<file path="config.mk">
export PLATFORM = sky130hd
export DESIGN_NAME = bbe_queue
export DESIGN_NICKNAME = d
export VERILOG_FILES = /design/src/rtl/bbe_pkg.sv /design/src/rtl/bbe_queue.sv
export SDC_FILE = /design/constraint.sdc
export NUM_CORES = 1
export LEC_CHECK = 0
export ABC_AREA = 1
export BUFFER_PORTS_ARGS = -buffer_cell sky130_fd_sc_hd__buf_2
export CAP_MARGIN = 20
export CORE_ASPECT_RATIO = 1.1
export CORE_MARGIN = 5
export CORE_UTILIZATION = 54
export DETAILED_ROUTE_END_ITERATION = 12
export GPL_TIMING_DRIVEN = 0
export PLACE_DENSITY_LB_ADDON = 0.12
export SYNTH_ARGS = -nofsm -noshare
export SYNTH_HDL_FRONTEND = slang
export SYNTH_SLANG_ARGS = --single-unit
export TNS_END_PERCENT = 5
</file>
<file path="constraint.sdc">
create_clock -name i_clk -period 2.2 [get_ports i_clk]
set_clock_uncertainty 0.2 [all_clocks]
set_input_delay 0.22 -clock i_clk [delete_from_list [all_inputs] [get_ports i_clk]]
set_output_delay 0.22 -clock i_clk [all_outputs]
set_load 0.005 [all_outputs]
</file>
<file path="src/rtl/bbe_pkg.sv">
// Shared constants, types and tables of the blob bounding box extractor.
package bbe_pkg;

    localparam int MAX_WIDTH  = 128;
    localparam int MAX_HEIGHT = 128;
    localparam int MAX_BLOBS  = 64;
    localparam int NPIX       = MAX_WIDTH * MAX_HEIGHT;
    localparam int XW         = $clog2(MAX_WIDTH);
    localparam int YW         = $clog2(MAX_HEIGHT);
    localparam int ADDR_W     = XW + YW;
    localparam int CNT_W      = ADDR_W + 1;
    localparam int SUM_W      = CNT_W + 7;
    localparam int NUM_W      = SUM_W + 4;
    localparam int Q_W        = 12;
    localparam int REP_W      = 7;
    localparam int QDEPTH     = 4;

    localparam logic [2:0] CFG_WIDTH     = 3'd0;
    localparam logic [2:0] CFG_HEIGHT    = 3'd1;
    localparam logic [2:0] CFG_ALPHA     = 3'd2;
    localparam logic [2:0] CFG_MIN_PIX   = 3'd3;
    localparam logic [2:0] CFG_PIVOT     = 3'd4;

    localparam logic signed [1:0] STEP_DX [8] = '{2'sd0, 2'sd0, 2'sd1, -2'sd1,
                                                  2'sd1, 2'sd1, -2'sd1, -2'sd1};
    localparam logic signed [1:0] STEP_DY [8] = '{2'sd1, -2'sd1, 2'sd0, 2'sd0,
                                                  2'sd1, -2'sd1, 2'sd1, -2'sd1};

    typedef struct packed {
        logic              fg;
        logic              eoi;
        logic [ADDR_W-1:0] addr;
    } t_qitem;

    typedef struct packed {
        logic           blob_valid;
        logic [5:0]     blob_index;
        logic [6:0]     box_x;
        logic [6:0]     box_y;
        logic [7:0]     box_width;
        logic [7:0]     box_height;
        logic [Q_W-1:0] pivot_x_q4;
        logic [Q_W-1:0] pivot_y_q4;
        logic [14:0]    pixel_total;
        logic           overflow;
        logic           last;
    } t_result;

    typedef enum logic [4:0] {
        S_LOAD, S_SCAN_RD, S_SCAN_CHK, S_POP, S_POP_W, S_NB_RD, S_NB_CHK,
        S_FIN, S_MUL, S_DIVX_GO, S_DIVX_W, S_DIVY_GO, S_DIVY_W, S_STORE,
        S_ADV, S_END
    } t_fill_state;

endpackage

</file>
<file path="src/rtl/bbe_queue.sv">
// Short first-in first-out queue between the classifier and the fill engine.
module bbe_queue import bbe_pkg::*; (
    input  logic   i_clk,
    input  logic   i_rst_n,
    input  logic   i_push,
    input  t_qitem i_item,
    input  logic   i_pop,
    output logic   o_full,
    output logic   o_empty,
    output t_qitem o_item
);

    localparam int PW = $clog2(QDEPTH);

    t_qitem          r_mem [QDEPTH];
    logic [PW-1:0]   r_wp, r_rp;
    logic [PW:0]     r_n;
    logic            do_push, do_pop;

    assign o_full  = r_n == (PW+1)'(QDEPTH);
    assign o_empty = r_n == '0;
    assign o_item  = r_mem[r_rp];
    assign do_push = i_push && !o_full;
    assign do_pop  = i_pop && !o_empty;

    always_ff @(posedge i_clk) begin
        if (do_push) begin
            r_mem[r_wp] <= i_item;
        end
    end

    always_ff @(posedge i_clk) begin
        if (!i_rst_n) begin
            r_wp <= '0;
            r_rp <= '0;
            r_n  <= '0;
        end else begin
            if (do_push) begin
                r_wp <= r_wp + PW'(1);
            end
            if (do_pop) begin
                r_rp <= r_rp + PW'(1);
            end
            r_n <= r_n + (PW+1)'(do_push) - (PW+1)'(do_pop);
        end
    end

endmodule

</file>
Yosys cells after proc, flatten, opt, wreduce, memory -nomap -nowiden
Memory sizes are Yosys's and may differ from the RTL's. A register that Yosys moved wholly into a read port is not among the register bits. Index checks and enable logic that the tools add are counted.

Flip-flop bits (word level): 7. Latch bits: 0. Bits in writable memories: 64. Bits in read-only memories: 0. Output and inout bits: 18. Memories kept: 1.

Add/subtract/negate cells: 4. $mul: 0. Div/mod/pow operators: 0. $lt $le $gt $ge: 0. Eq/ne operators: 1. Shift-type cells: 0. Mux-type cells: 4. Bitwise operators: 0. Reduce and logical (&&, ||, !) cells: 5.

Memories: r_mem (depth 4, width 16, rd ports 1, clocked after Yosys merged registers in 1, write ports 1, RTL line bbe_queue.sv:15) `t_qitem r_mem [QDEPTH];`.

Operators with widths (number): 2-bit by 1-bit adder with 2-bit output (second input constant) (2); 2-bit two-way mux (2); 3-bit by 1-bit adder with 3-bit output (1); 3-bit equality test (second input constant) (1); 3-bit zero test (1); 3-bit by 1-bit subtractor with 3-bit output (1); 1-bit logical AND (2); 1-bit zero test (2); 1-bit two-way mux (2).

Depth between registers and ports, before layout
Depth after elaboration: 5. Mapped depth: 11. Depth with buffers taken out: 11.

Least setup slack after synthesis
No wires, ideal clock.

Path kind: register -> register. Start: reg r_n[1]. End: reg r_n[2]. Library setup time: 115 ps. Data arrival time: 1660 ps. Slack: 225 ps. Cell stages (with the launch flop): 11. Buffers on the path: 0. Path through: dfxtp_1 nor2_1 nand2_1 inv_1 nor2_1 ha_1 inv_1 ha_1 fa_1 a21oi_1 nor2_1.

Elaborated cells on any way between the ends: 8. Classes of those cells: add/sub (2); eq/ne (1); reduce/logical (5).

RTL lines: start: declaration (RTL line bbe_queue.sv:17) `logic [PW:0] r_n;`; start signal: assignment (RTL line bbe_queue.sv:44) `r_n <= r_n + (PW+1)'(do_push) - (PW+1)'(do_pop);`; 3-bit zero test (RTL line bbe_queue.sv:21) `assign o_empty = r_n == '0;`; named net o_empty (RTL line bbe_queue.sv:9) `output logic o_empty,`; 1-bit zero test (RTL line bbe_queue.sv:24) `assign do_pop = i_pop && !o_empty;`; 1-bit logical AND (RTL line bbe_queue.sv:24); named net do_pop (RTL line bbe_queue.sv:18) `logic do_push, do_pop;`; 3-bit by 1-bit subtractor with 3-bit output (RTL line bbe_queue.sv:44).

The timed path passes the listed nets, and every way through them passes these cells. A chain may end at the register's enable or synchronous reset.

Final worst setup path
Start: reg r_n[1]. End: reg r_n[2].

Cells in the longest elaborated chain, start to end: 5. Elaborated cells on any way between the ends: 8. Classes of those cells: add/sub (2); eq/ne (1); reduce/logical (5).

Ends and longest elaborated chain: 3-bit equality test (RTL line bbe_queue.sv:20) `assign o_full = r_n == (PW+1)'(QDEPTH);`; 1-bit zero test (RTL line bbe_queue.sv:23) `assign do_push = i_push && !o_full;`; 1-bit logical AND (RTL line bbe_queue.sv:23); 3-bit by 1-bit adder with 3-bit output (RTL line bbe_queue.sv:44); 3-bit by 1-bit subtractor with 3-bit output (*) (RTL line bbe_queue.sv:44).

Every way passes the cells marked *; elsewhere a longest branch is shown, timed or not.

==> impl_metrics.yaml <==
grt:
  grt-ovfl-total: 0
  grt_max_degree: 17
  grt_pass1_wl_um: 9114
  grt_antenna_before_repair: 0
  track_usage: 0.1798
  grt_pass1_vias: 1894
clock_tree:
  tritoncts: "built"
  cts-root-buf: "clkbuf_8"
  clock_path_buffers: 2
  worstSkewPairLatency_ns: 0.33
  cts_setup_buffers: 0
  cts.sinks: 73
  htree_levels: 3
  cts.reportedPaths.clkPinSlew_ns: 0.07
  cts_made_buffers: 9
pwr:
  leakagePower_uw: 0.001384
  ir_worst_vdd_uv: 759.5
  total_power_uw: 3947
  p_per_area_nw_per_um2: 1108
critical_path:
  slowest_delay_ns: 0.38
  ff2ff_path_depth: 9
  cp.required_ns: 2.23
  critPathSlowestCell: "fa_1"
  worst_ep_arrival_time_ns: 2.08
  crit_buf_inv: 1
  path_max_fanout: 6
  cp-end-kind: "register"
  path_class: "reg -> reg"
  crit_cells: 9
  critPathLaunchType: "register"
  path_cells: "nor2_2 -> nand2_2 -> nand2_2 -> ha_1 -> inv_1 -> ha_1 -> fa_1 -> a21oi_1 -> nor2_1"
  crit_family: "adder cells"
synthesis:
  synth_most_common_cell: "edfxtp_1"
  async_flop_share: 0
  yosysTopAreaCellShare: 0.6775
  ys_seq_area_frac: 0.7411
  yosys_most_used_dff: "edfxtp_1"
  synth_nets: 249
  yosys-top-cells-area: "edfxtp_1 (68%), dfxtp_1 (6.4%), nor2_1 (5.8%)"
  synth_area_um2: 2836
  synth_edf_count: 64
  avgSynthCellArea_um2: 12.78
  yosysWarnings: 0
  synth_common_cells: "edfxtp_1 (64), nor2_1 (44), o21ai_1 (28)"
  yosysTopAreaCell: "edfxtp_1"
  yosysUniqueCellTypes: 15
  ys_seq_elements: 73
  syn_inst: 222
sta:
  setup_violations: 0
  rsz0062_at_grt: "false"
  finalMaxSlewViolations: 0
  final_hold_viol_count: 0
  slew_headroom: 0.3646
  final.setup.tns_ns: 0
  fmax_ghz: 0.4872
  period_share: 0.9330
  fin_crit_ns: 2.053
  worst_pin_slew_ns: 0.9521
route:
  drc: 0
  vias: 1862
  wirelength_um: 5515
  drt_iter0_drc: 134
  drt_pre_antenna_iters: 4
  drtAntennaViolNets: 0
  wl_per_cell_um: 15.58
  avgViaCountPerCell: 5.260
placement:
  place_congestion: 0.7143
  dp_hpwl_um: 3490
  portBuffers: 37
cells_and_area:
  final_nets: 318
  antenna_cells: 0
  fin_util: 0.7030
  drive_above_1_share: 0.2399
  syn2layout_area_growth_pct: 25.58
floorplanning:
  die_h_um: 86.01
  fp-row-count: 27
  dieArea_um2: 6803
  die_w_um: 79.10
  io_pins: 38
  fp.coreArea_um2: 5067
  initial_core_util: 0.5598
status:
  status: "complete, no violations"
hold_path:
  hold_depth: 2
  min_path_type: "reg -> reg"
job:
  maxCapViolCount: 0
==> final timing paths <==
path                            endpoint  slack (ns)    start
worst max-delay path              r_n[2]        0.15   r_n[1]
worst min-delay path             r_rp[0]        0.30  r_rp[0]
worst max register to register    r_n[2]        0.15   r_n[1]
worst min register to register   r_rp[0]        0.30  r_rp[0]
==> where the power goes <==
| group | internal (µW) | total, µW | switching, µW | leakage [µW] |
|---|---|---|---|---|
| sequential | 1700 | 1770 | 76.3 | 0.000660 |
| clock | 743 | 1200 | 455 | 0.000120 |
| combinational | 382 | 975 | 593 | 0.000603 |
| total | 2820 | 3950 | 1120 | 0.00138 |
==> cell families (layout without fill, tap and decap cells) <==
logic type               count (synthesis)  count (layout)  synth area share
AO/OA/AOI/OAI                           53              53            0.1006
adder cells (fa/ha/maj)                  7               7           0.03352
buffers and inverters                   27             101           0.04102
flip-flops                              73              73            0.7411
AND/OR/NAND/NOR                         62              62           0.08381
==> tightest hold or removal path: stages (launching register included) <==
cell     delay, ns
dfxtp_1       0.33
a21oi_1       0.05
nor2_1        0.08
==> routing by layer <==
layer	wire (µm)	vias up	GRT usage	share of wire
li1	-	926	-	-
met1	2309	882	0.2118	0.42
met2	2885	46	0.3040	0.52
met3	237	8	0.05147	0.043
met4	82	0	0.08281	0.015
met5	0	-	0	0
==> area by class of cell <==
| type | count | area, µm² |
|---|---|---|
| inverters | 19 | 71.32 |
| flip-flops and latches | 73 | 2102 |
| repair buffers | 58 | 400.4 |
| clock buffers | 9 | 123.9 |
| plain buffers | 8 | 45.04 |
| fillers | 363 | 1505 |
| multi-input cells | 122 | 638.1 |
| well taps | 58 | 72.57 |
| clock inverters | 7 | 108.9 |
==> state kept, by name (all words and copies together), names as in the netlist, named ones only <==
signal / cells
r_mem: 64
r_n: 3
r_rp: 2
r_wp: 2
==> per-stage QoR <==
stage                     setup slack, ns  cell area, µm²  std cells  hold slack, ns
final                              0.1474            3562        354          0.3002
after global routing             0.003413            3562        354          0.3394
after global placement            -0.3688            3094        317          0.2345
after detailed placement        -0.001644            3119        318          0.2393
after CTS                         0.05324            3555        354          0.3009
after floorplan                    0.2255            2836        222          0.1135
==> repair_timing <==
action                                 CTS  global route
gates resized for setup                  1             3
setup endpoints to repair                1            34
hold buffers                            20             0
gates cloned                             0             0
pin swaps                                0             0
endpoints found under the hold margin   73             0
==> cell usage in the layout, fill, tap and decap left out <==
cell type,netlist,layout
fa_1,1,1
clkinv_1,0,1
nor2_2,0,5
inv_1,17,17
o21ai_0,4,4
clkbuf_8,0,9
a21oi_1,5,5
nand3_1,4,4
o22ai_1,16,16
buf_2,6,43
inv_2,2,2
dfxtp_1,9,9
buf_8,0,1
nor2_1,44,39
ha_1,6,6
bufinv_16,0,3
edfxtp_1,64,64
nand2_1,14,11
o21ai_1,28,28
buf_4,2,2
clkinv_2,0,3
dlygate4sd3_1,0,20
nand2_2,0,3
No activity file was read; power rests on OpenSTA's default activity.
