==> src/rtl/bbe_pkg.sv <==
// Shared constants, types and tables of the blob bounding box extractor.
package bbe_pkg;

    localparam int MAX_WIDTH  = 128;
    localparam int MAX_HEIGHT = 128;
    localparam int MAX_BLOBS  = 64;
    localparam int NPIX       = MAX_WIDTH * MAX_HEIGHT;
    localparam int XW         = $clog2(MAX_WIDTH);
    localparam int YW         = $clog2(MAX_HEIGHT);
    localparam int ADDR_W     = XW + YW;
    localparam int CNT_W      = ADDR_W + 1;
    localparam int SUM_W      = CNT_W + 7;
    localparam int NUM_W      = SUM_W + 4;
    localparam int Q_W        = 12;
    localparam int REP_W      = 7;
    localparam int QDEPTH     = 4;

    localparam logic [2:0] CFG_WIDTH     = 3'd0;
    localparam logic [2:0] CFG_HEIGHT    = 3'd1;
    localparam logic [2:0] CFG_ALPHA     = 3'd2;
    localparam logic [2:0] CFG_MIN_PIX   = 3'd3;
    localparam logic [2:0] CFG_PIVOT     = 3'd4;

    localparam logic signed [1:0] STEP_DX [8] = '{2'sd0, 2'sd0, 2'sd1, -2'sd1,
                                                  2'sd1, 2'sd1, -2'sd1, -2'sd1};
    localparam logic signed [1:0] STEP_DY [8] = '{2'sd1, -2'sd1, 2'sd0, 2'sd0,
                                                  2'sd1, -2'sd1, 2'sd1, -2'sd1};

    typedef struct packed {
        logic              fg;
        logic              eoi;
        logic [ADDR_W-1:0] addr;
    } t_qitem;

    typedef struct packed {
        logic           blob_valid;
        logic [5:0]     blob_index;
        logic [6:0]     box_x;
        logic [6:0]     box_y;
        logic [7:0]     box_width;
        logic [7:0]     box_height;
        logic [Q_W-1:0] pivot_x_q4;
        logic [Q_W-1:0] pivot_y_q4;
        logic [14:0]    pixel_total;
        logic           overflow;
        logic           last;
    } t_result;

    typedef enum logic [4:0] {
        S_LOAD, S_SCAN_RD, S_SCAN_CHK, S_POP, S_POP_W, S_NB_RD, S_NB_CHK,
        S_FIN, S_MUL, S_DIVX_GO, S_DIVX_W, S_DIVY_GO, S_DIVY_W, S_STORE,
        S_ADV, S_END
    } t_fill_state;

endpackage

==> src/rtl/bbe_front.sv <==
// Pixel classifier and raster address generator feeding the fill queue.
module bbe_front import bbe_pkg::*; (
    input  logic         i_clk,
    input  logic         i_rst_n,
    input  logic [7:0]   i_width,
    input  logic [7:0]   i_height,
    input  logic [7:0]   i_alpha_threshold,
    input  logic         i_s_tvalid,
    output logic         s_tready,
    input  logic [31:0]  i_s_tdata,
    input  logic         i_q_full,
    output logic         o_push,
    output t_qitem       o_item
);

    logic [CNT_W-1:0] r_cnt, n_cnt;
    logic [XW-1:0]    r_x, n_x;
    logic [YW-1:0]    r_y, n_y;
    logic [7:0]       red, green, blue, alpha;
    logic             guide, last_px;
    logic [CNT_W-1:0] total;

    assign red   = i_s_tdata[7:0];
    assign green = i_s_tdata[15:8];
    assign blue  = i_s_tdata[23:16];
    assign alpha = i_s_tdata[31:24];
    assign guide = (red > 8'd200 && green < 8'd50 && blue > 8'd200) ||
                   (red < 8'd50 && green > 8'd200 && blue > 8'd200);
    assign total   = CNT_W'(i_width * i_height);
    assign last_px = (r_cnt + CNT_W'(1)) >= total;

    assign s_tready    = !i_q_full;
    assign o_push      = i_s_tvalid && !i_q_full;
    assign o_item.fg   = (alpha > i_alpha_threshold) && !guide;
    assign o_item.eoi  = last_px;
    assign o_item.addr = {r_y, r_x};

    always_comb begin
        n_cnt = r_cnt;
        n_x   = r_x;
        n_y   = r_y;
        if (o_push) begin
            if (last_px) begin
                n_cnt = '0;
                n_x   = '0;
                n_y   = '0;
            end else begin
                n_cnt = r_cnt + CNT_W'(1);
                if ({1'b0, r_x} + 9'd1 >= {1'b0, i_width}) begin
                    n_x = '0;
                    n_y = r_y + YW'(1);
                end else begin
                    n_x = r_x + XW'(1);
                end
            end
        end
    end

    always_ff @(posedge i_clk) begin
        if (!i_rst_n) begin
            r_cnt <= '0;
            r_x   <= '0;
            r_y   <= '0;
        end else begin
            r_cnt <= n_cnt;
            r_x   <= n_x;
            r_y   <= n_y;
        end
    end

endmodule

==> config.mk <==
export PLATFORM = sky130hd
export DESIGN_NAME = bbe_front
export DESIGN_NICKNAME = d
export VERILOG_FILES = /design/src/rtl/bbe_pkg.sv /design/src/rtl/bbe_front.sv
export SDC_FILE = /design/constraint.sdc
export NUM_CORES = 1
export LEC_CHECK = 0
export BUFFER_PORTS_ARGS = -buffer_cell sky130_fd_sc_hd__buf_2
export CAP_MARGIN = 20
export CORE_MARGIN = 4
export CORE_UTILIZATION = 58
export DETAILED_ROUTE_END_ITERATION = 12
export PLACE_DENSITY = 0.82
export SYNTH_ARGS = -nofsm -noshare
export SYNTH_HDL_FRONTEND = slang
export SYNTH_SLANG_ARGS = --single-unit
==> constraint.sdc <==
create_clock -name i_clk -period 10.56 [get_ports i_clk]
set_clock_uncertainty 0.1 [all_clocks]
set_input_delay 2.112 -clock i_clk [delete_from_list [all_inputs] [get_ports i_clk]]
set_output_delay 2.112 -clock i_clk [all_outputs]
set_load 0.03 [all_outputs]
== Yosys cells after proc, flatten, opt, wreduce, memory -nomap -nowiden ==
Index checks and enable logic that the tools add are counted.

* Register bits: 29
* Bits in latches: 0
* Bits in writable memories: 0
* ROM bits: 0
* Input bits: 60
* Output and inout bits: 18
* Word-level logic and storage cells: 32
* Memories kept: 0

* Add/subtract/negate cells: 4
* Multipliers: 1
* Divide/modulo/power cells: 0
* Magnitude comparators: 8
* Eq/ne operators: 0
* Shift-type cells: 0
* Multiplexer cells: 5
* Bitwise logic cells: 0
* Reductions and logical operators: 11

{| class="wikitable"
|+ Operators with widths
! kind !! number
|-
| $mux 7 || 4
|-
| $gt 8x8->1 const B || 3
|-
| $lt 8x6->1 const B || 2
|-
| $add 15x1->15 const B || 1
|-
| $ge 15x15->1 || 1
|-
| $mul 8x8->15 || 1
|-
| $mux 15 || 1
|-
| $add 7x1->7 const B || 2
|-
| $add 7x1->8 const B || 1
|-
| $ge 8x8->1 || 1
|-
| $gt 8x8->1 || 1
|-
| $logic_and 1x1->1 || 6
|-
| $logic_not 1->1 || 2
|-
| $reduce_and 2->1 || 1
|-
| $reduce_bool 2->1 || 1
|-
| $logic_or 1x1->1 || 1
|}

== Logic depth before layout (Yosys ltp) ==
Gate-level depths: netlist of the first run.

* Depth in word-level cells: 6
* Mapped depth: 24
* Gate-level depth less buffers: 23

== Least setup slack after synthesis of the first run ==
Ideal clock, no wire load.

* Path type: input to output
* Start point: in i_width[1]
* End point: out o_item[14] (netlist name)
* Data arrival time: 6.890 ns
* Slack: 1.458 ns
* Stages on the path: 22
* Path buffers: 2
* Cells stage by stage: and2_1 -> fa_1 -> fa_1 -> fa_1 -> inv_1 -> fa_1 -> inv_1 -> ha_1 -> o21ai_0 -> nor2_1 -> a2111oi_2 -> o31ai_1 -> a21oi_1 -> xnor2_1 -> ha_1 -> a21oi_1 -> o21ai_0 -> a21oi_1 -> o21a_1 -> buf_2 -> inv_2 -> buf_4

* Cells in the longest elaborated chain, start to end: 2

{| class="wikitable"
|+ RTL lines
! what !! RTL line !! source
|-
| from (decl) || bbe_front.sv:5 || <nowiki>input logic [7:0] i_width,</nowiki>
|-
| $mul 8x8->15 || bbe_front.sv:29 || <nowiki>assign total = CNT_W'(i_width * i_height);</nowiki>
|-
| $ge 15x15->1 || bbe_front.sv:30 || <nowiki>assign last_px = (r_cnt + CNT_W'(1)) >= total;</nowiki>
|-
| to (decl) || bbe_front.sv:13 || <nowiki>output t_qitem o_item</nowiki>
|}

Every way passes these cells.

==> metrics.txt, run 1 <==
DRC Markers=0; critical path start-end classification=in -> out; clock slew at the register clock pins of the worst setup and hold paths=0.06 ns; Diodes inserted=0; final layout net count=a little under 800; Initial Utilization=about three fifths; total of endpoints with negative setup slack in the final report=0; gr ovfl total=0; TritonCTS clock tree=built; Core Area=approximately 0.0077 mm^2; Worst EP required=about 8.4 ns; first-pass GRT wire length=about 18 mm; Antenna Violating Nets Remaining=0; max-slew violation total from the final report=0; count of synthesis-stage warnings from yosys=0; number of synthesized flops with an enable pin=0; Clk pwr share=20.7%; layout-stage area growth over the synthesis result=13.39%; postcts setup bufs=0; top fanout value on the critical path=19; die boundary height=slightly below 100 um; instance count of the mapped netlist=approximately 550; DPL Wire Length=roughly 8.9 mm; final setup TNS=0 ns; logic gate share of total power=between 60% and 70%; number of distinct standard cells referenced by the synthesized netlist=59; setup repair after global routing missed its margin=no; data arrival time of the critical path=between 7 and 8 ns; post-cts repair resize count=0; hold slack=0.3725 ns; Pwr per Cell Area=around 130 mW/mm^2; hold crit path type=reg -> reg; switching power=~0.29 mW; Slew headroom=~45%; clock buffer count from CTS=5; average cell area after synthesis=between 8 and 9 um^2; fraction of layout instances using a drive strength above 1=17.01%; clock latency on the worst-skew pair=a little under 0.3 ns; Routability Congestion=approximately 0.85; GRT Util Overall=~25%; row cnt=32; slew at the pin closest to its max-slew limit=between 0.8 and 0.9 ns; count of buffers from port buffering=77; largest net degree at the start of global routing=21; Syn Nets=between 700 and 800; Via-to-Cell Ratio=approximately 5.8; Worst Setup Start Kind=input port; most common flop cell mapped by yosys=dfxtp_1; critical path endpoint category=output port; part of the power in registers=17.4%; first-pass iteration count of the detailed router=5; number of clock sinks seen by CTS=29; chip width=slightly below 100 um; total of hold buffers inserted after clock tree synthesis=0; CTS root buf=clkbuf_8; number of inserted filler cells in the final layout=approximately 650; wire length per cell=14.74 um; overall die area=slightly above 0.009 mm^2; overall power consumption=about 0.67 mW; static leakage=around 2.6 nW; peak supply drop=approximately 0.064 mV; Pint=0.3854 mW; 1st-iter DRT viols=170; Max-Cap Viols=0; final wirelength=between 10 and 15 mm; Final Hold Fails=0; via count of the routed design=roughly 4200; flops & latches, synth=29; sequential area share after synthesis=between 10% and 20%; post-synthesis cell area=~0.0046 mm^2; fin area=about 0.0052 mm^2; maximum level of the CTS H-tree=2; maximum clock rate=0.1038 GHz; share of synthesized flip-flops with an asynchronous set or reset=0%; number of top-level pins=78; Post-DP Area=~0.005 mm^2; clock buffer depth=2; utilization after layout=between 60% and 70%; switch share=between 40% and 50%; final critical delay including setup and external delays=between 9 and 10 ns; number of antenna violations at the first check in global routing=0; status=finished clean; portion of the clock cycle consumed by the worst path in the final layout=between 90% and 100%; vias in the first global route=4225
==> flip-flops by register name, summed over array words and instances, names as in the netlist <==
register / cells
r_x: 7
r_y: 7
r_cnt: 15
==> path summary, 6_finish.rpt <==
check                                 from         end  slack [ns]  cells past startpoint
worst max-delay path            i_width[1]  o_item[14]        0.93                     23
worst min-delay path             r_cnt[14]   r_cnt[14]        0.37                      2
worst max register to register    r_cnt[0]      r_y[1]        6.78                     12
worst min register to register   r_cnt[14]   r_cnt[14]        0.37                      2
==> critical path, stage by stage <==
cell	delay (ns)
buf_2	0.14
and2_1	0.18
fa_1	0.51
fa_1	0.53
fa_1	0.55
inv_1	0.05
fa_1	0.53
inv_1	0.04
ha_1	0.32
o21ai_0	0.19
nor2_1	0.10
a2111oi_2	0.42
o31ai_1	0.12
a21oi_1	0.18
xnor2_1	0.14
ha_1	0.26
a21oi_1	0.14
o21ai_0	0.10
a21oi_1	0.19
o21a_1	0.15
buf_4	0.22
inv_2	0.07
buf_2	0.18
==> area by class of cell <==
class	instances	area, um^2	area share (%)
well taps	102	127.6	2.473
clock buffers	5	68.82	1.333
inverters	78	292.8	5.673
clock inverters	3	65.06	1.261
flip-flops and latches	29	580.6	11.25
multi-input cells	430	3633	70.40
repair buffers	78	392.9	7.612
==> routing by layer <==
layer | vias to the layer above | routed length [um] | global-route usage (%)
met5 | - | 0 | 0
met4 | 0 | 289 | 8.411
met3 | 25 | 664 | 2.401
met2 | 168 | 5189 | 43.16
met1 | 1966 | 4546 | 32.61
li1 | 2038 | - | -
==> metrics by stage <==
stage                     std cells  setup slack (ns)
after detailed placement        717            0.9265
final                           725            0.9275
after CTS                       725            0.9043
after global placement          717             1.038
after floorplan                 547             1.458
after global routing            725            0.6467
==> cells by family after synthesis <==
group / after synthesis / share of synthesized area, %
fa+ha+maj: 103 / 34.08
buf+inv: 88 / 7.422
compound gates: 106 / 16.91
mux: 1 / 0.2199
simple gates: 189 / 22.65
flops: 29 / 12.75
xor+xnor: 31 / 5.965
==> cell usage after synthesis (3+ instances only) <==
master,n,area share (%)
a22o_1,13,2.5
xnor2_1,19,3.7
dfxtp_1,29,13
nand3_1,14,1.5
inv_2,3,0.25
nand4_1,10,1.4
nor2b_1,6,0.82
a21oi_1,25,2.7
ha_1,68,19
nand2_1,38,3.1
o311ai_0,4,0.77
o21ai_1,13,1.4
and3_1,7,0.96
o31ai_1,8,1.3
nor3_1,7,0.77
buf_2,3,0.33
xor2_1,12,2.3
nor4_1,4,0.55
and2_1,55,7.6
a21o_1,5,0.82
o21ai_0,10,1.1
clkbuf_1,6,0.49
a22oi_1,4,0.66
or3_1,3,0.41
inv_1,73,6.0
fa_1,35,15
nor2_1,30,2.5
==> power groups by stage <==
stage               Clock (mW)  Combinational (mW)  Sequential, mW
detailed placement           0               0.414           0.120
global placement             0               0.399           0.119
global route             0.146               0.486           0.118
floorplan                    0               0.322           0.121
finish                   0.140               0.416           0.117
CTS                      0.140               0.419           0.117
==> cells in the final DEF (no fill, tap or decap), types with 2 or more instances in the layout <==
master	n
a211oi_1	2
a21o_1	5
a21oi_1	25
a22o_1	13
a22oi_1	4
a31o_2	2
a31oi_1	2
a41oi_1	2
and2_1	55
and3_1	7
and4_1	2
buf_2	77
bufinv_16	2
clkbuf_8	5
clkinv_1	2
dfxtp_1	29
fa_1	35
ha_1	68
inv_1	73
inv_2	3
nand2_1	38
nand2b_1	2
nand3_1	14
nand4_1	10
nor2_1	30
nor2_2	2
nor2b_1	6
nor3_1	7
nor4_1	4
o21a_1	2
o21ai_0	10
o21ai_1	13
o311ai_0	4
o31a_1	2
o31ai_1	8
or3_1	3
or4_1	2
xnor2_1	19
xor2_1	12
(Power assumes the default switching activity.)
==> inputs of run 2 (changes only) <==
--- a/config.mk
+++ b/config.mk
@@ -5,12 +5,13 @@
 export SDC_FILE = /design/constraint.sdc
 export NUM_CORES = 1
 export LEC_CHECK = 0
+export ABC_AREA = 1
 export BUFFER_PORTS_ARGS = -buffer_cell sky130_fd_sc_hd__buf_2
 export CAP_MARGIN = 20
 export CORE_MARGIN = 4
-export CORE_UTILIZATION = 58
+export CORE_UTILIZATION = 59
 export DETAILED_ROUTE_END_ITERATION = 12
-export PLACE_DENSITY = 0.82
+export PLACE_DENSITY = 0.83
 export SYNTH_ARGS = -nofsm -noshare
 export SYNTH_HDL_FRONTEND = slang
 export SYNTH_SLANG_ARGS = --single-unit
==> run 2 against run 1 <==
Register-to-register slack better by 0.68 ns; critical path type unchanged; first-iteration DRC count down 1.2%; combinational power down 5.3%; critical endpoint unchanged.
==> metrics.txt, run 2 <==
status=finished clean; most common library cell in the layout ignoring fill and taps=nand2_1; switch share=46.02%; Diodes inserted=0; postcts setup bufs=0; clock buffer count from CTS=5; row cnt=32; static leakage=around 3.2 nW; number of clock sinks seen by CTS=29; first-pass iteration count of the detailed router=4; Max-Cap Viols=0; Clk pwr share=about 17%; DRC Markers=0; clock latency on the worst-skew pair=roughly 0.28 ns; Core Area=0.007807 mm^2; top cell type's share of synthesized area=17.84%; clock buffer depth=2; Final WS setup=1.506 ns; CTS root buf=clkbuf_8; peak supply drop=~0.063 mV; largest net degree at the start of global routing=25; count of buffers from port buffering=a little under 80; Max stage delay cell, worst path=fa_1; final critical delay including setup and external delays=9.054 ns; via count of the routed design=about 4400; hold crit path type=reg -> reg; max-slew violation total from the final report=0; Final Hold Fails=0; total of endpoints with negative setup slack in the final report=0; crit path cell chain=buf_2 > nand2_1 > inv_1 > fa_1 > fa_1 > fa_1 > inv_1 > fa_1 > inv_1 > ha_1 > nand2_1 > o21ai_0 > a21oi_1 > o21ai_0 > xnor2_1 > ha_1 > nand2_1 > nor2_1 > nand2_1 > o21ai_2 > nor2_4 > nand2_4 > buf_2; gr ovfl total=0; total of hold buffers inserted after clock tree synthesis=0; setup repair after global routing missed its margin=no; average cell area after synthesis=approximately 6.9 um^2; number of synthesized flops with an enable pin=0; GRT Util Overall=approximately 23%; final layout net count=between 900 and 1000; wire length per cell=12.24 um; portion of the clock cycle consumed by the worst path in the final layout=85.74%; TritonCTS clock tree=built; multiplexer share of the synthesized area=0%; count of synthesis-stage warnings from yosys=0; maximum level of the CTS H-tree=2; vias in the first global route=around 4500; combinational family with the most area after synthesis=adder cells; Pint=roughly 0.33 mW; Post-DP Area=a little over 0.005 mm^2; most repeated cell in the gate-level netlist after synthesis=nand2_1; final wirelength=around 11 mm; post-synthesis cell area=between 0.004 and 0.005 mm^2; fin area=0.005275 mm^2; chip width=between 90 and 100 um; die boundary height=around 100 um; critical path endpoint category=output port; switching power=between 0.2 and 0.3 mW; Syn Nets=about 860; largest area contributor in the synthesized netlist=ha_1; final setup TNS=0 ns; sequential area share after synthesis=about 12%; critical path start-end classification=in -> out; top library cells by usage in the layout, fill and taps aside=175 x nand2_1, 166 x inv_1, 77 x buf_2; Slew headroom=a little over a third; maximum clock rate=~0.11 GHz; Routability Congestion=0.8741; hold slack=0.3877 ns; Initial Utilization=approximately 61%; largest registers ranked by flip-flop count=r_cnt: 15 flops, r_x: 7 flops, r_y: 7 flops; flops & latches, synth=29; top fanout value on the critical path=9; top post-synthesis cells by area=ha_1 18%, fa_1 15%, nand2_1 14%, inv_1 13%, dfxtp_1 12%; most common flop cell mapped by yosys=dfxtp_1; first-pass GRT wire length=~19 mm; number of distinct standard cells referenced by the synthesized netlist=34; Worst EP required=about 8.4 ns; logic gate share of total power=about two thirds; part of the power in registers=18.4%; flip-flop count of the largest register, all copies and words added=15; data arrival time of the critical path=between 6 and 7 ns; instance count of the mapped netlist=just under 700; simple logic cell fraction of the synthesized area=24.95%; Via-to-Cell Ratio=around 5; Antenna Violating Nets Remaining=0; DPL Wire Length=between 8 and 9 mm; share of synthesized flip-flops with an asynchronous set or reset=0%; highest cell delay on the worst timing path=0.54 ns; overall die area=around 0.0096 mm^2; number of top-level pins=78; Worst Setup Start Kind=input port; fraction of layout instances using a drive strength above 1=15.83%; xor/xnor cell area share of the yosys netlist=about 6.6%; number of antenna violations at the first check in global routing=0; adder and majority cell fraction of the synthesized area=32.54%; Place WS=~1.5 ns; post-cts repair resize count=0; 1st-iter DRT viols=between 150 and 200; Top reg by flops=r_cnt; most instantiated cells after synthesis=175 x nand2_1, 166 x inv_1, 68 x ha_1; Pwr per Cell Area=115.3 mW/mm^2; layout-stage area growth over the synthesis result=10.63%; clock slew at the register clock pins of the worst setup and hold paths=approximately 0.06 ns; compound-gate portion of the synthesized area=between 8 and 9%; slew at the pin closest to its max-slew limit=around 0.95 ns
## run 2: cell count changes after synthesis, moves of 7 or more
cell / delta
nand2_2: +12
and3_1: -7
xor2_1: +12
a21oi_2: +11
and2_1: -55
inv_1: +93
o21ai_1: -13
nor2_1: +7
nand2_1: +137
a21oi_1: +13
a22o_1: -13
clkbuf_1: +14
xnor2_1: -7
## run 2: metal layers
metal,vias to the layer above,part of all wire (%),track usage (%)
li1,2212,-,-
met1,2025,41,27.76
met2,129,50,42.15
met3,21,6.8,4.571
met4,0,1.3,5.538
met5,-,0,0
## run 2: through the flow
stage	total power [mW]	cells	utilization [%]
floorplan	0.4250	696	-
global placement	0.4912	852	66.27
detailed placement	0.5077	852	66.27
CTS	0.6131	860	67.56
global route	0.6881	860	67.56
finish	0.6083	860	67.56
## run 2: path summary, 6_finish.rpt
kind         depth (start not counted)  slack (ns)  startpoint          to
max                                 23        1.51  i_width[2]  o_item[14]
min                                  2        0.39   r_cnt[14]   r_cnt[14]
max reg2reg                         18        7.46    r_cnt[0]    r_cnt[2]
min reg2reg                          2        0.39   r_cnt[14]   r_cnt[14]
## run 2: area by class of cell
class                      count  area (um^2)
clock inverter                 1        5.005
inverter                     167        626.9
fill                         674         2532
timing repair buffer          77        385.4
clock buffer                   7        96.34
tap                          102        127.6
sequential                    29        580.6
multi-input combinational    477         3453
## run 2: critical path: cells and delay by family
family          cells  cell delay [ns]
simple gates        7             0.67
compound gates      4             0.66
buf+inv             5             0.60
fa+ha+maj           6             2.66
xor+xnor            1             0.14
## run 2: cell families (layout without fill, tap and decap cells)
logic type / Yosys count / after routing
AND/OR/NAND/NOR: 273 / 273
buffers and inverters: 190 / 252
adder cells (fa/ha/maj): 103 / 103
AO/OA/AOI/OAI: 65 / 65
XOR/XNOR: 36 / 36
flip-flops: 29 / 29
## run 2: power by group through the flow
stage | Combinational (mW) | Sequential (mW) | Clock, mW
after global placement | 0.377 | 0.114 | 0
after floorplan | 0.310 | 0.115 | 0
after global routing | 0.467 | 0.112 | 0.109
after detailed placement | 0.394 | 0.114 | 0
after CTS | 0.398 | 0.112 | 0.104
final | 0.394 | 0.112 | 0.102
==> inputs of run 3 (changes only) <==
--- a/config.mk
+++ b/config.mk
@@ -12,6 +12,7 @@
 export CORE_UTILIZATION = 59
 export DETAILED_ROUTE_END_ITERATION = 12
 export PLACE_DENSITY = 0.83
+export RECOVER_POWER = 25
 export SYNTH_ARGS = -nofsm -noshare
 export SYNTH_HDL_FRONTEND = slang
 export SYNTH_SLANG_ARGS = --single-unit
==> run 3 against run 2 <==
Non-clock buffer count stayed put; critical path type unchanged; die area stayed put; routed wire length is 0.23% lower; sequential power hardly changed; cell area is 0.26% lower; total power hardly changed; first-iteration DRC count is 24% lower; combinational power hardly changed; hold slack worse by 0.0018 ns; critical path depth stayed put; maximum frequency hardly changed.
==> metrics.txt, run 3 (same netlist as run 2, synthesis figures left out) <==
status=finished clean; post-cts repair resize count=0; chip width=just under 100 um; Diodes inserted=0; number of clock sinks seen by CTS=29; count of buffers from port buffering=77; launching element of the worst setup path=i_width[2]; gr ovfl total=0; Via-to-Cell Ratio=5.135; layout-stage area growth over the synthesis result=10.34%; maximum level of the CTS H-tree=2; max-slew violation total from the final report=0; Final WS setup=1.505 ns; Antenna Violating Nets Remaining=0; final setup TNS=0 ns; number of antenna violations at the first check in global routing=0; cells on worst reg2reg path=18; die boundary height=~100 um; overall power consumption=~0.61 mW; maximum clock rate=around 0.11 GHz; top fanout value on the critical path=9; total of endpoints with negative setup slack in the final report=0; Initial Utilization=about three fifths; static leakage=around 3.2 nW; portion of the clock cycle consumed by the worst path in the final layout=a little under nine tenths; Max-Cap Viols=0; data arrival time of the critical path=6.84 ns; row cnt=32; first-pass GRT wire length=around 19 mm; flip-flop count of the largest register, all copies and words added=15; Core Area=just under 0.008 mm^2; setup repair after global routing missed its margin=no; most common library cell in the layout ignoring fill and taps=nand2_1; top library cells by usage in the layout, fill and taps aside=175 x nand2_1, 166 x inv_1, 68 x ha_1; clock buffer depth=2; GRT Util Overall=a little under a quarter; clock latency on the worst-skew pair=between 0.2 and 0.3 ns; Pwr per Cell Area=between 100 and 150 mW/mm^2; Worst EP required=~8.4 ns; fraction of layout instances using a drive strength above 1=14.38%; final wirelength=between 10 and 15 mm; reg-to-reg endpoint=r_cnt[2]; CTS root buf=clkbuf_8; worst reg2reg setup slack=between 7 and 8 ns; final layout net count=a little over 900; critical path start-end classification=in -> out; 1st-iter DRT viols=128; total of hold buffers inserted after clock tree synthesis=0; largest registers ranked by flip-flop count=r_cnt: 15 flops, r_x: 7 flops, r_y: 7 flops; clock buffer count from CTS=5; final critical delay including setup and external delays=9.055 ns; Routability Congestion=just under 0.9; number of stages on the worst hold path=2; area occupied by multi-input gates=0.003453 mm^2; Worst Setup Start Kind=input port; overall die area=between 0.009 and 0.01 mm^2; startpoint of the worst-slack reg-to-reg timing path=r_cnt[0]; first-pass iteration count of the detailed router=5; capture point of the critical path=o_item[14]; peak supply drop=between 0.06 and 0.07 mV; critical path endpoint category=output port; TritonCTS clock tree=built; postcts setup bufs=0; number of top-level pins=78; DRC Markers=0; slew at the pin closest to its max-slew limit=roughly 0.95 ns; Slew headroom=a little over a third; clock slew at the register clock pins of the worst setup and hold paths=around 0.070 ns; via count of the routed design=4416; vias in the first global route=4543; register cell area after layout=slightly below 600 um^2; hold crit path type=reg -> reg; DPL Wire Length=a little under 9 mm; Final Hold Fails=0; number of inserted filler cells in the final layout=between 600 and 700; Top reg by flops=r_cnt; wire length per cell=12.21 um; largest net degree at the start of global routing=25; Place WS=1.506 ns
## run 3: changes by cell type in the layout (fill, tap and decap cells not counted)
cell and change:
clkbuf_1 +11, buf_2 -11
## run 3: layout make-up
type                            instances  share of cell area (%)
Multi-Input combinational cell        477                   65.64
Clock inverter                          1                 0.09512
Inverter                              167                   11.91
Clock buffer                            7                   1.831
Tap cell                              102                   2.426
Sequential cell                        29                   11.03
Timing Repair Buffer                   77                   7.063
## run 3: worst min-delay path by stage
stage                    from        end  slack [ns]
global route        r_cnt[14]  r_cnt[14]        0.40
floorplan           r_cnt[14]  r_cnt[14]        0.36
global placement    r_cnt[14]  r_cnt[14]        0.37
finish              r_cnt[14]  r_cnt[14]        0.39
CTS                 r_cnt[14]  r_cnt[14]        0.38
detailed placement  r_cnt[14]  r_cnt[14]        0.37
## run 3: critical path: stages
cell and delay, ns:
buf_2 0.20, nand2_1 0.09, inv_1 0.09, fa_1 0.45, fa_1 0.52, fa_1 0.54, inv_1 0.05, fa_1 0.52
inv_1 0.04, ha_1 0.33, nand2_1 0.10, o21ai_0 0.09, a21oi_1 0.25, o21ai_0 0.15, xnor2_1 0.14, ha_1 0.30
nand2_1 0.07, nor2_1 0.14, nand2_1 0.10, o21ai_2 0.17, nor2_4 0.06, nand2_4 0.11, buf_2 0.21
## run 3: metrics by stage
step	cell area, um^2	hold WS (ns)	std cells	util (%)
after global routing	5261	0.3996	860	67.39
final	5261	0.3860	860	67.39
after global placement	5174	0.3668	852	66.27
after floorplan	4768	0.3571	696	-
after CTS	5275	0.3832	860	67.56
after detailed placement	5174	0.3741	852	66.27
## run 3: routing by layer
layer  track usage [%]  routed length, um  vias to the layer above
li1                  -                  -                     2213
met4             5.538                144                        0
met5                 0                  0                        -
met2             42.15               5327                      139
met3             4.571                697                       23
met1             27.76               4330                     2041
## run 3: where the power goes
part | switching [mW] | leakage (nW) | internal, mW | total [mW]
clock network | 0.0436 | 0.0542 | 0.0588 | 0.102
logic | 0.235 | 2.90 | 0.159 | 0.395
registers | 0.00135 | 0.234 | 0.110 | 0.112
total | 0.280 | 3.19 | 0.328 | 0.609
